==> src/rtl/core/rhpc_pkg.sv <==
// Shared constants and types for the RGB to HSL converter.
// No dependencies; used by every module in rtl/core.
package rhpc_pkg;

   localparam int CHANNEL_BITS_DEF = 8;
   localparam int Q_BITS           = 16;

   // Divider lanes carried side by side through the cell row
   localparam int NUM_LANES = 3;
   localparam int LANE_HUE  = 0;
   localparam int LANE_SAT  = 1;
   localparam int LANE_LIT  = 2;

   typedef struct packed {
      logic grey;      // max == min: hue and saturation are zero
      logic sat_one;   // saturation ratio is exactly 1.0
      logic lit_one;   // lightness ratio is exactly 1.0
   } rhpc_flags_type;

endpackage

==> src/rtl/core/rhpc_prep.sv <==
// Front stage: max/min, sums and divider operands for the three lanes.
// Depends on rhpc_pkg.
module rhpc_prep
   import rhpc_pkg::*;
#(
   parameter int CHANNEL_BITS = CHANNEL_BITS_DEF,
   parameter int RW           = CHANNEL_BITS + 4
) (
   input  logic                                clock,
   input  logic                                reset,
   input  logic                                en,
   input  logic                                req_valid,
   input  logic [CHANNEL_BITS-1:0]             red,
   input  logic [CHANNEL_BITS-1:0]             green,
   input  logic [CHANNEL_BITS-1:0]             blue,
   output logic                                valid,
   output rhpc_flags_type                      flags,
   output logic [NUM_LANES-1:0][RW-1:0]        rem,
   output logic [NUM_LANES-1:0][RW-1:0]        den
);

   localparam int CB = CHANNEL_BITS;
   localparam int SW = RW + 1;
   localparam logic [CB:0] FS1 = {1'b0, {CB{1'b1}}};
   localparam logic [CB:0] FS2 = {{CB{1'b1}}, 1'b0};

   logic [CB-1:0] mx, mn, d;
   logic [CB:0]   sum, den_sat;
   logic [RW-1:0] d6;
   logic signed [SW-1:0] rs, gs, bs, d2s, d4s, d6s, hn;

   logic                         valid_ff, valid_in;
   rhpc_flags_type               flags_ff, flags_in;
   logic [NUM_LANES-1:0][RW-1:0] rem_ff, rem_in, den_ff, den_in;

   always_comb begin
      mx = red;
      if (green > mx) mx = green;
      if (blue > mx) mx = blue;
      mn = red;
      if (green < mn) mn = green;
      if (blue < mn) mn = blue;
      d   = mx - mn;
      sum = {1'b0, mx} + {1'b0, mn};
      den_sat = (sum < FS1) ? sum : (FS2 - sum);
      d6  = RW'({d, 2'b00}) + RW'({d, 1'b0});

      rs  = $signed(SW'(red));
      gs  = $signed(SW'(green));
      bs  = $signed(SW'(blue));
      d2s = $signed(SW'({d, 1'b0}));
      d4s = $signed(SW'({d, 2'b00}));
      d6s = $signed(SW'(d6));
      // blue wins ties over green, green over red
      if (blue == mx) begin
         hn = d4s + rs - gs;
      end else if (green == mx) begin
         hn = d2s + bs - rs;
      end else begin
         hn = gs - bs;
      end
      if (hn < 0) hn = hn + d6s;

      flags_in.grey    = (d == '0);
      flags_in.sat_one = ({1'b0, d} >= den_sat);
      flags_in.lit_one = (sum == FS2);

      rem_in[LANE_HUE] = hn[RW-1:0];
      den_in[LANE_HUE] = d6;
      rem_in[LANE_SAT] = RW'(d);
      den_in[LANE_SAT] = RW'(den_sat);
      rem_in[LANE_LIT] = RW'(sum);
      den_in[LANE_LIT] = RW'(FS2);

      valid_in = req_valid;
   end

   always_ff @(posedge clock) begin
      if (reset) begin
         valid_ff <= 1'b0;
      end else if (en) begin
         valid_ff <= valid_in;
      end
   end

   always_ff @(posedge clock) begin
      if (en) begin
         flags_ff <= flags_in;
         rem_ff   <= rem_in;
         den_ff   <= den_in;
      end
   end

   assign valid = valid_ff;
   assign flags = flags_ff;
   assign rem   = rem_ff;
   assign den   = den_ff;

endmodule

==> src/rtl/core/rhpc_div_cell.sv <==
// One restoring-division cell: develops one quotient bit per lane.
// Depends on rhpc_pkg; chained Q_BITS deep in the top level.
module rhpc_div_cell
   import rhpc_pkg::*;
#(
   parameter int RW = CHANNEL_BITS_DEF + 4
) (
   input  logic                          clock,
   input  logic                          reset,
   input  logic                          en,
   input  logic                          in_valid,
   input  rhpc_flags_type                in_flags,
   input  logic [NUM_LANES-1:0][RW-1:0]  in_rem,
   input  logic [NUM_LANES-1:0][RW-1:0]  in_den,
   input  logic [NUM_LANES-1:0][Q_BITS-1:0] in_q,
   output logic                          out_valid,
   output rhpc_flags_type                out_flags,
   output logic [NUM_LANES-1:0][RW-1:0]  out_rem,
   output logic [NUM_LANES-1:0][RW-1:0]  out_den,
   output logic [NUM_LANES-1:0][Q_BITS-1:0] out_q
);

   logic                             valid_ff;
   rhpc_flags_type                   flags_ff;
   logic [NUM_LANES-1:0][RW-1:0]     rem_ff, rem_in, den_ff;
   logic [NUM_LANES-1:0][Q_BITS-1:0] q_ff, q_in;
   logic [NUM_LANES-1:0][RW-1:0]     shifted;
   logic [NUM_LANES-1:0]             ge;

   // remainder stays below 2*den, so the shift never drops a set bit
   always_comb begin
      for (int i = 0; i < NUM_LANES; i++) begin
         shifted[i] = {in_rem[i][RW-2:0], 1'b0};
         ge[i]      = (shifted[i] >= in_den[i]);
         rem_in[i]  = ge[i] ? (shifted[i] - in_den[i]) : shifted[i];
         q_in[i]    = {in_q[i][Q_BITS-2:0], ge[i]};
      end
   end

   always_ff @(posedge clock) begin
      if (reset) begin
         valid_ff <= 1'b0;
      end else if (en) begin
         valid_ff <= in_valid;
      end
   end

   always_ff @(posedge clock) begin
      if (en) begin
         flags_ff <= in_flags;
         rem_ff   <= rem_in;
         den_ff   <= in_den;
         q_ff     <= q_in;
      end
   end

   assign out_valid = valid_ff;
   assign out_flags = flags_ff;
   assign out_rem   = rem_ff;
   assign out_den   = den_ff;
   assign out_q     = q_ff;

endmodule

==> src/rtl/core/rgb_to_hsl_pixel_converter.sv <==
// Channel | Direction | Handshake          | Payload
// req     | in        | req_valid/req_stall | req_red, req_green, req_blue
// rsp     | out       | rsp_valid/rsp_stall | rsp_hue, rsp_saturation, rsp_lightness
//
// One request per cycle sustained while req_stall is low; the path runs through the
// front stage, one division cell per quotient bit and the output register.
// The restoring-division cells form a pipelined row, all lanes in step.
// Synchronous active-high reset clears the valid bits only.
// A stalled result moves into a skid register; the cell row freezes and
// req_stall rises only while that skid register is occupied.
// Depends on rhpc_pkg, rhpc_prep and rhpc_div_cell.
module rgb_to_hsl_pixel_converter
   import rhpc_pkg::*;
#(
   parameter int CHANNEL_BITS = CHANNEL_BITS_DEF
) (
   input  logic                    clock,
   input  logic                    reset,
   input  logic                    req_valid,
   output logic                    req_stall,
   input  logic [CHANNEL_BITS-1:0] req_red,
   input  logic [CHANNEL_BITS-1:0] req_green,
   input  logic [CHANNEL_BITS-1:0] req_blue,
   output logic                    rsp_valid,
   input  logic                    rsp_stall,
   output logic [Q_BITS-1:0]       rsp_hue,
   output logic [Q_BITS-1:0]       rsp_saturation,
   output logic [Q_BITS-1:0]       rsp_lightness
);

   localparam int RW = CHANNEL_BITS + 4;
   localparam int PW = 3 * Q_BITS;
   localparam logic [Q_BITS-1:0] Q_MAX = {Q_BITS{1'b1}};

   logic en;

   logic                             st_valid [0:Q_BITS];
   rhpc_flags_type                   st_flags [0:Q_BITS];
   logic [NUM_LANES-1:0][RW-1:0]     st_rem   [0:Q_BITS];
   logic [NUM_LANES-1:0][RW-1:0]     st_den   [0:Q_BITS];
   logic [NUM_LANES-1:0][Q_BITS-1:0] st_q     [0:Q_BITS];

   logic [PW-1:0] res;
   logic [Q_BITS-1:0] hue_v, sat_v, lit_v;
   logic          p_fire;

   logic          out_valid_ff, out_valid_in;
   logic [PW-1:0] out_data_ff, out_data_in;
   logic          skid_valid_ff, skid_valid_in;
   logic [PW-1:0] skid_data_ff, skid_data_in;
   logic          out_load, skid_load;

   assign en        = !skid_valid_ff;
   assign req_stall = skid_valid_ff;

   rhpc_prep #(
      .CHANNEL_BITS (CHANNEL_BITS),
      .RW           (RW)
   ) u_prep (
      .clock     (clock),
      .reset     (reset),
      .en        (en),
      .req_valid (req_valid),
      .red       (req_red),
      .green     (req_green),
      .blue      (req_blue),
      .valid     (st_valid[0]),
      .flags     (st_flags[0]),
      .rem       (st_rem[0]),
      .den       (st_den[0])
   );

   assign st_q[0] = '0;

   for (genvar k = 0; k < Q_BITS; k++) begin : g_cell
      rhpc_div_cell #(
         .RW (RW)
      ) u_cell (
         .clock     (clock),
         .reset     (reset),
         .en        (en),
         .in_valid  (st_valid[k]),
         .in_flags  (st_flags[k]),
         .in_rem    (st_rem[k]),
         .in_den    (st_den[k]),
         .in_q      (st_q[k]),
         .out_valid (st_valid[k+1]),
         .out_flags (st_flags[k+1]),
         .out_rem   (st_rem[k+1]),
         .out_den   (st_den[k+1]),
         .out_q     (st_q[k+1])
      );
   end

   // final remainders are unused; the flags override degenerate lanes
   always_comb begin
      hue_v = st_flags[Q_BITS].grey ? '0 : st_q[Q_BITS][LANE_HUE];
      if (st_flags[Q_BITS].grey) begin
         sat_v = '0;
      end else if (st_flags[Q_BITS].sat_one) begin
         sat_v = Q_MAX;
      end else begin
         sat_v = st_q[Q_BITS][LANE_SAT];
      end
      lit_v = st_flags[Q_BITS].lit_one ? Q_MAX : st_q[Q_BITS][LANE_LIT];
      res   = {hue_v, sat_v, lit_v};
   end

   assign p_fire = st_valid[Q_BITS] && en;

   always_comb begin
      out_valid_in  = out_valid_ff;
      out_data_in   = out_data_ff;
      skid_valid_in = skid_valid_ff;
      skid_data_in  = skid_data_ff;
      out_load      = 1'b0;
      skid_load     = 1'b0;
      if (!out_valid_ff || !rsp_stall) begin
         out_load = 1'b1;
         if (skid_valid_ff) begin
            out_valid_in  = 1'b1;
            out_data_in   = skid_data_ff;
            skid_valid_in = 1'b0;
         end else begin
            out_valid_in = p_fire;
            out_data_in  = res;
         end
      end else if (p_fire) begin
         skid_load     = 1'b1;
         skid_valid_in = 1'b1;
         skid_data_in  = res;
      end
   end

   always_ff @(posedge clock) begin
      if (reset) begin
         out_valid_ff  <= 1'b0;
         skid_valid_ff <= 1'b0;
      end else begin
         out_valid_ff  <= out_valid_in;
         skid_valid_ff <= skid_valid_in;
      end
   end

   always_ff @(posedge clock) begin
      if (out_load) begin
         out_data_ff <= out_data_in;
      end
      if (skid_load) begin
         skid_data_ff <= skid_data_in;
      end
   end

   assign rsp_valid      = out_valid_ff;
   assign rsp_hue        = out_data_ff[3*Q_BITS-1:2*Q_BITS];
   assign rsp_saturation = out_data_ff[2*Q_BITS-1:Q_BITS];
   assign rsp_lightness  = out_data_ff[Q_BITS-1:0];

endmodule
==> config.mk <==
export PLATFORM = sky130hd
export DESIGN_NAME = rgb_to_hsl_pixel_converter
export DESIGN_NICKNAME = d
export VERILOG_FILES = /design/src/rtl/core/rhpc_pkg.sv /design/src/rtl/core/rhpc_prep.sv /design/src/rtl/core/rhpc_div_cell.sv /design/src/rtl/core/rgb_to_hsl_pixel_converter.sv
export SDC_FILE = /design/constraint.sdc
export NUM_CORES = 2
export LEC_CHECK = 0
export BUFFER_PORTS_ARGS = -buffer_cell sky130_fd_sc_hd__buf_2
export CELL_PAD_IN_SITES_DETAIL_PLACEMENT = 1
export CELL_PAD_IN_SITES_GLOBAL_PLACEMENT = 1
export CORE_UTILIZATION = 39
export CTS_CLUSTER_DIAMETER = 60
export DETAILED_ROUTE_END_ITERATION = 8
export PLACE_DENSITY_LB_ADDON = 0.05
export SLEW_MARGIN = 20
export SYNTH_ARGS = -nofsm -noshare
export SYNTH_HDL_FRONTEND = slang
export SYNTH_HIERARCHICAL = 1
export SYNTH_SLANG_ARGS = --single-unit
==> constraint.sdc <==
create_clock -name clock -period 12.26 [get_ports clock]
set_clock_uncertainty 0.1 [all_clocks]
set_input_delay 2.452 -clock clock [delete_from_list [all_inputs] [get_ports clock]]
set_output_delay 2.452 -clock clock [all_outputs]
set_load 0.005 [all_outputs]
==> run summary <==
Peak Freq: 92.9 MHz
Slowest-stage cell, CP: and2_1
Final min period: 10760 ps
Post-Syn Area: 0.0890 mm2
I/O Pins: 78
Max clock buf depth: 3
DP Area: 0.0925 mm2
Pre-Repair DR Iteration Count: 5
Final setup violating endpoints: 0
CTS tree: built
Max-cap violations: 0
Routed WL: 184000 um
H-tree Lvls: 4
Drt via density: 5.02
Fin nets: 8059
Startpoint Class: input port
WP data required: 12770 ps
Worst min path class: reg2reg
Outcome: completed
Latest clock arrival within the worst-skew pair: 860 ps
Synth warn: 6
Sum Neg Setup Slack: 0 ps
Via count: 52500
Antenna Nets Post-Route: 0
Residual DRC: 0
Overall Global Routing Usage: 16.0%
WP buf/inv: 8
# hold bufs at CTS: 0
Core box area: 0.227 mm2
Drt first-iter violations: 1959
Pwr Density: 324 mW/mm2
CTS resizes: 0
Synth Instances: 7140
Chip width: 480 um
GP Congestion: 0.817
Fin. max-slew vios: 0
Leak Pwr: 41.5 nW
Grt ovf: 0
Max_slew headroom: 26.1%
Fin. Hold Viols: 0
Fillers: 23600
Worst-Margin Slew: 1110 ps
CP max FO: 21
Die height: 480 um
CTS clk-pin slew, worst paths: 60 ps
Root Driver: clkbuf_16
Crit path capture type: flop
Crit Path Class: in2reg
Final cycle utilization of the critical path: 87.8%
Post-CTS Repair Setup Buffers: 0
Initial Utilization: 39.2%
Crit path DAT: 11270 ps
TritonCTS Buffers: 196
DR WL/cell: 17.6 um
CP delay by family, top: compound AO/OA/AOI/OAI gates
First-pass GRT wire length: 299000 um
Post-route design area: 0.0990 mm2
RSZ-0062 raised after global routing: no
Share of layout cells above drive strength 1: 11.6%
# rows: 175
Port Buf Inserts: 77
Slowest stage delay, CP: 620 ps
Clk sink count: 1653
Syn_area_per_cell: 12.5 um2
Detail Placement HPWL: 136000 um
Full die area: 0.230 mm2
Max rail drop VDD: 0.193 mV
Initial antenna violation count: 4
Largest net degree at the start of global routing: 218
Vias in the first global route: 56500
Syn-to-layout area delta: 11.2%
==> flip-flops by register name, indices dropped and copies added, names as in the netlist <==
| name | flops |
|---|---|
| g_cell.u_cell/out_den | 540 |
| g_cell.u_cell/out_flags | 48 |
| g_cell.u_cell/out_q | 408 |
| g_cell.u_cell/out_rem | 495 |
| g_cell.u_cell/out_valid | 16 |
| out_data_ff | 48 |
| req_stall | 1 |
| rsp_valid | 1 |
| skid_data_ff | 48 |
| u_prep/den | 17 |
| u_prep/flags | 3 |
| u_prep/rem | 27 |
| u_prep/valid | 1 |
==> metal layers <==
layer	vias up	global-route usage (%)	part of all wire, %
met2	465	29.5	51
met4	0	5.31	2.7
met3	296	2.20	2.5
met1	25500	19.0	44
li1	26200	-	-
met5	-	0	0
==> worst reg2reg max path: stages (launching register included) <==
cell and delay, ps:
dfxtp_1 410, inv_16 550, buf_12 660, buf_4 720, buf_12 610
==> through the flow <==
stage	total power, mW	instances	worst slack, ps	utilization, %	hold slack, ps
finish	32.1	10500	1500	43.6	294
floorplan	22.8	7160	2040	-	300
CTS	32.7	10500	1590	43.6	281
detailed placement	26.6	10100	651	40.7	305
global route	34.8	10500	915	43.6	305
global placement	26.2	10100	832	40.7	300
==> placed cells by master, fill, tap and decap left out, types with 141 or more instances in the layout <==
cell type / n
xnor2_1: 282
o21ai_0: 180
mux2_2: 191
ha_1: 672
nor2_1: 512
edfxtp_1: 1634
nand2_1: 241
a21o_1: 141
a21oi_1: 445
inv_1: 829
clkbuf_16: 198
==> area by class of cell <==
class	instances	area (um2)	area share, %
Sequential cell	1653	49400	50.0
Inverter	841	3240	3.27
Antenna cell	1	2.50	0.00253
Timing Repair Buffer	123	806	0.814
Clock buffer	240	5140	5.20
Multi-Input combinational cell	4476	35200	35.6
Clock inverter	116	1380	1.39
Tap cell	3009	3760	3.80
==> where the power goes <==
part	switching [mW]	leakage (nW)	internal, mW
Sequential	1.22	17.8	9.57
Combinational	8.30	20.6	7.23
Clock	2.37	3.12	3.43
==> worst paths after layout <==
kind	start	end	slack (ps)	cells past startpoint
min reg2reg	g_cell[6].u_cell/out_q[32]	g_cell[7].u_cell/out_q[33]	290	0
max	req_red[1]	u_prep/rem[10]	1500	41
max reg2reg	req_stall	g_cell[2].u_cell/out_rem[31]	8540	4
min	g_cell[6].u_cell/out_q[32]	g_cell[7].u_cell/out_q[33]	290	0
(Power assumes the default switching activity.)
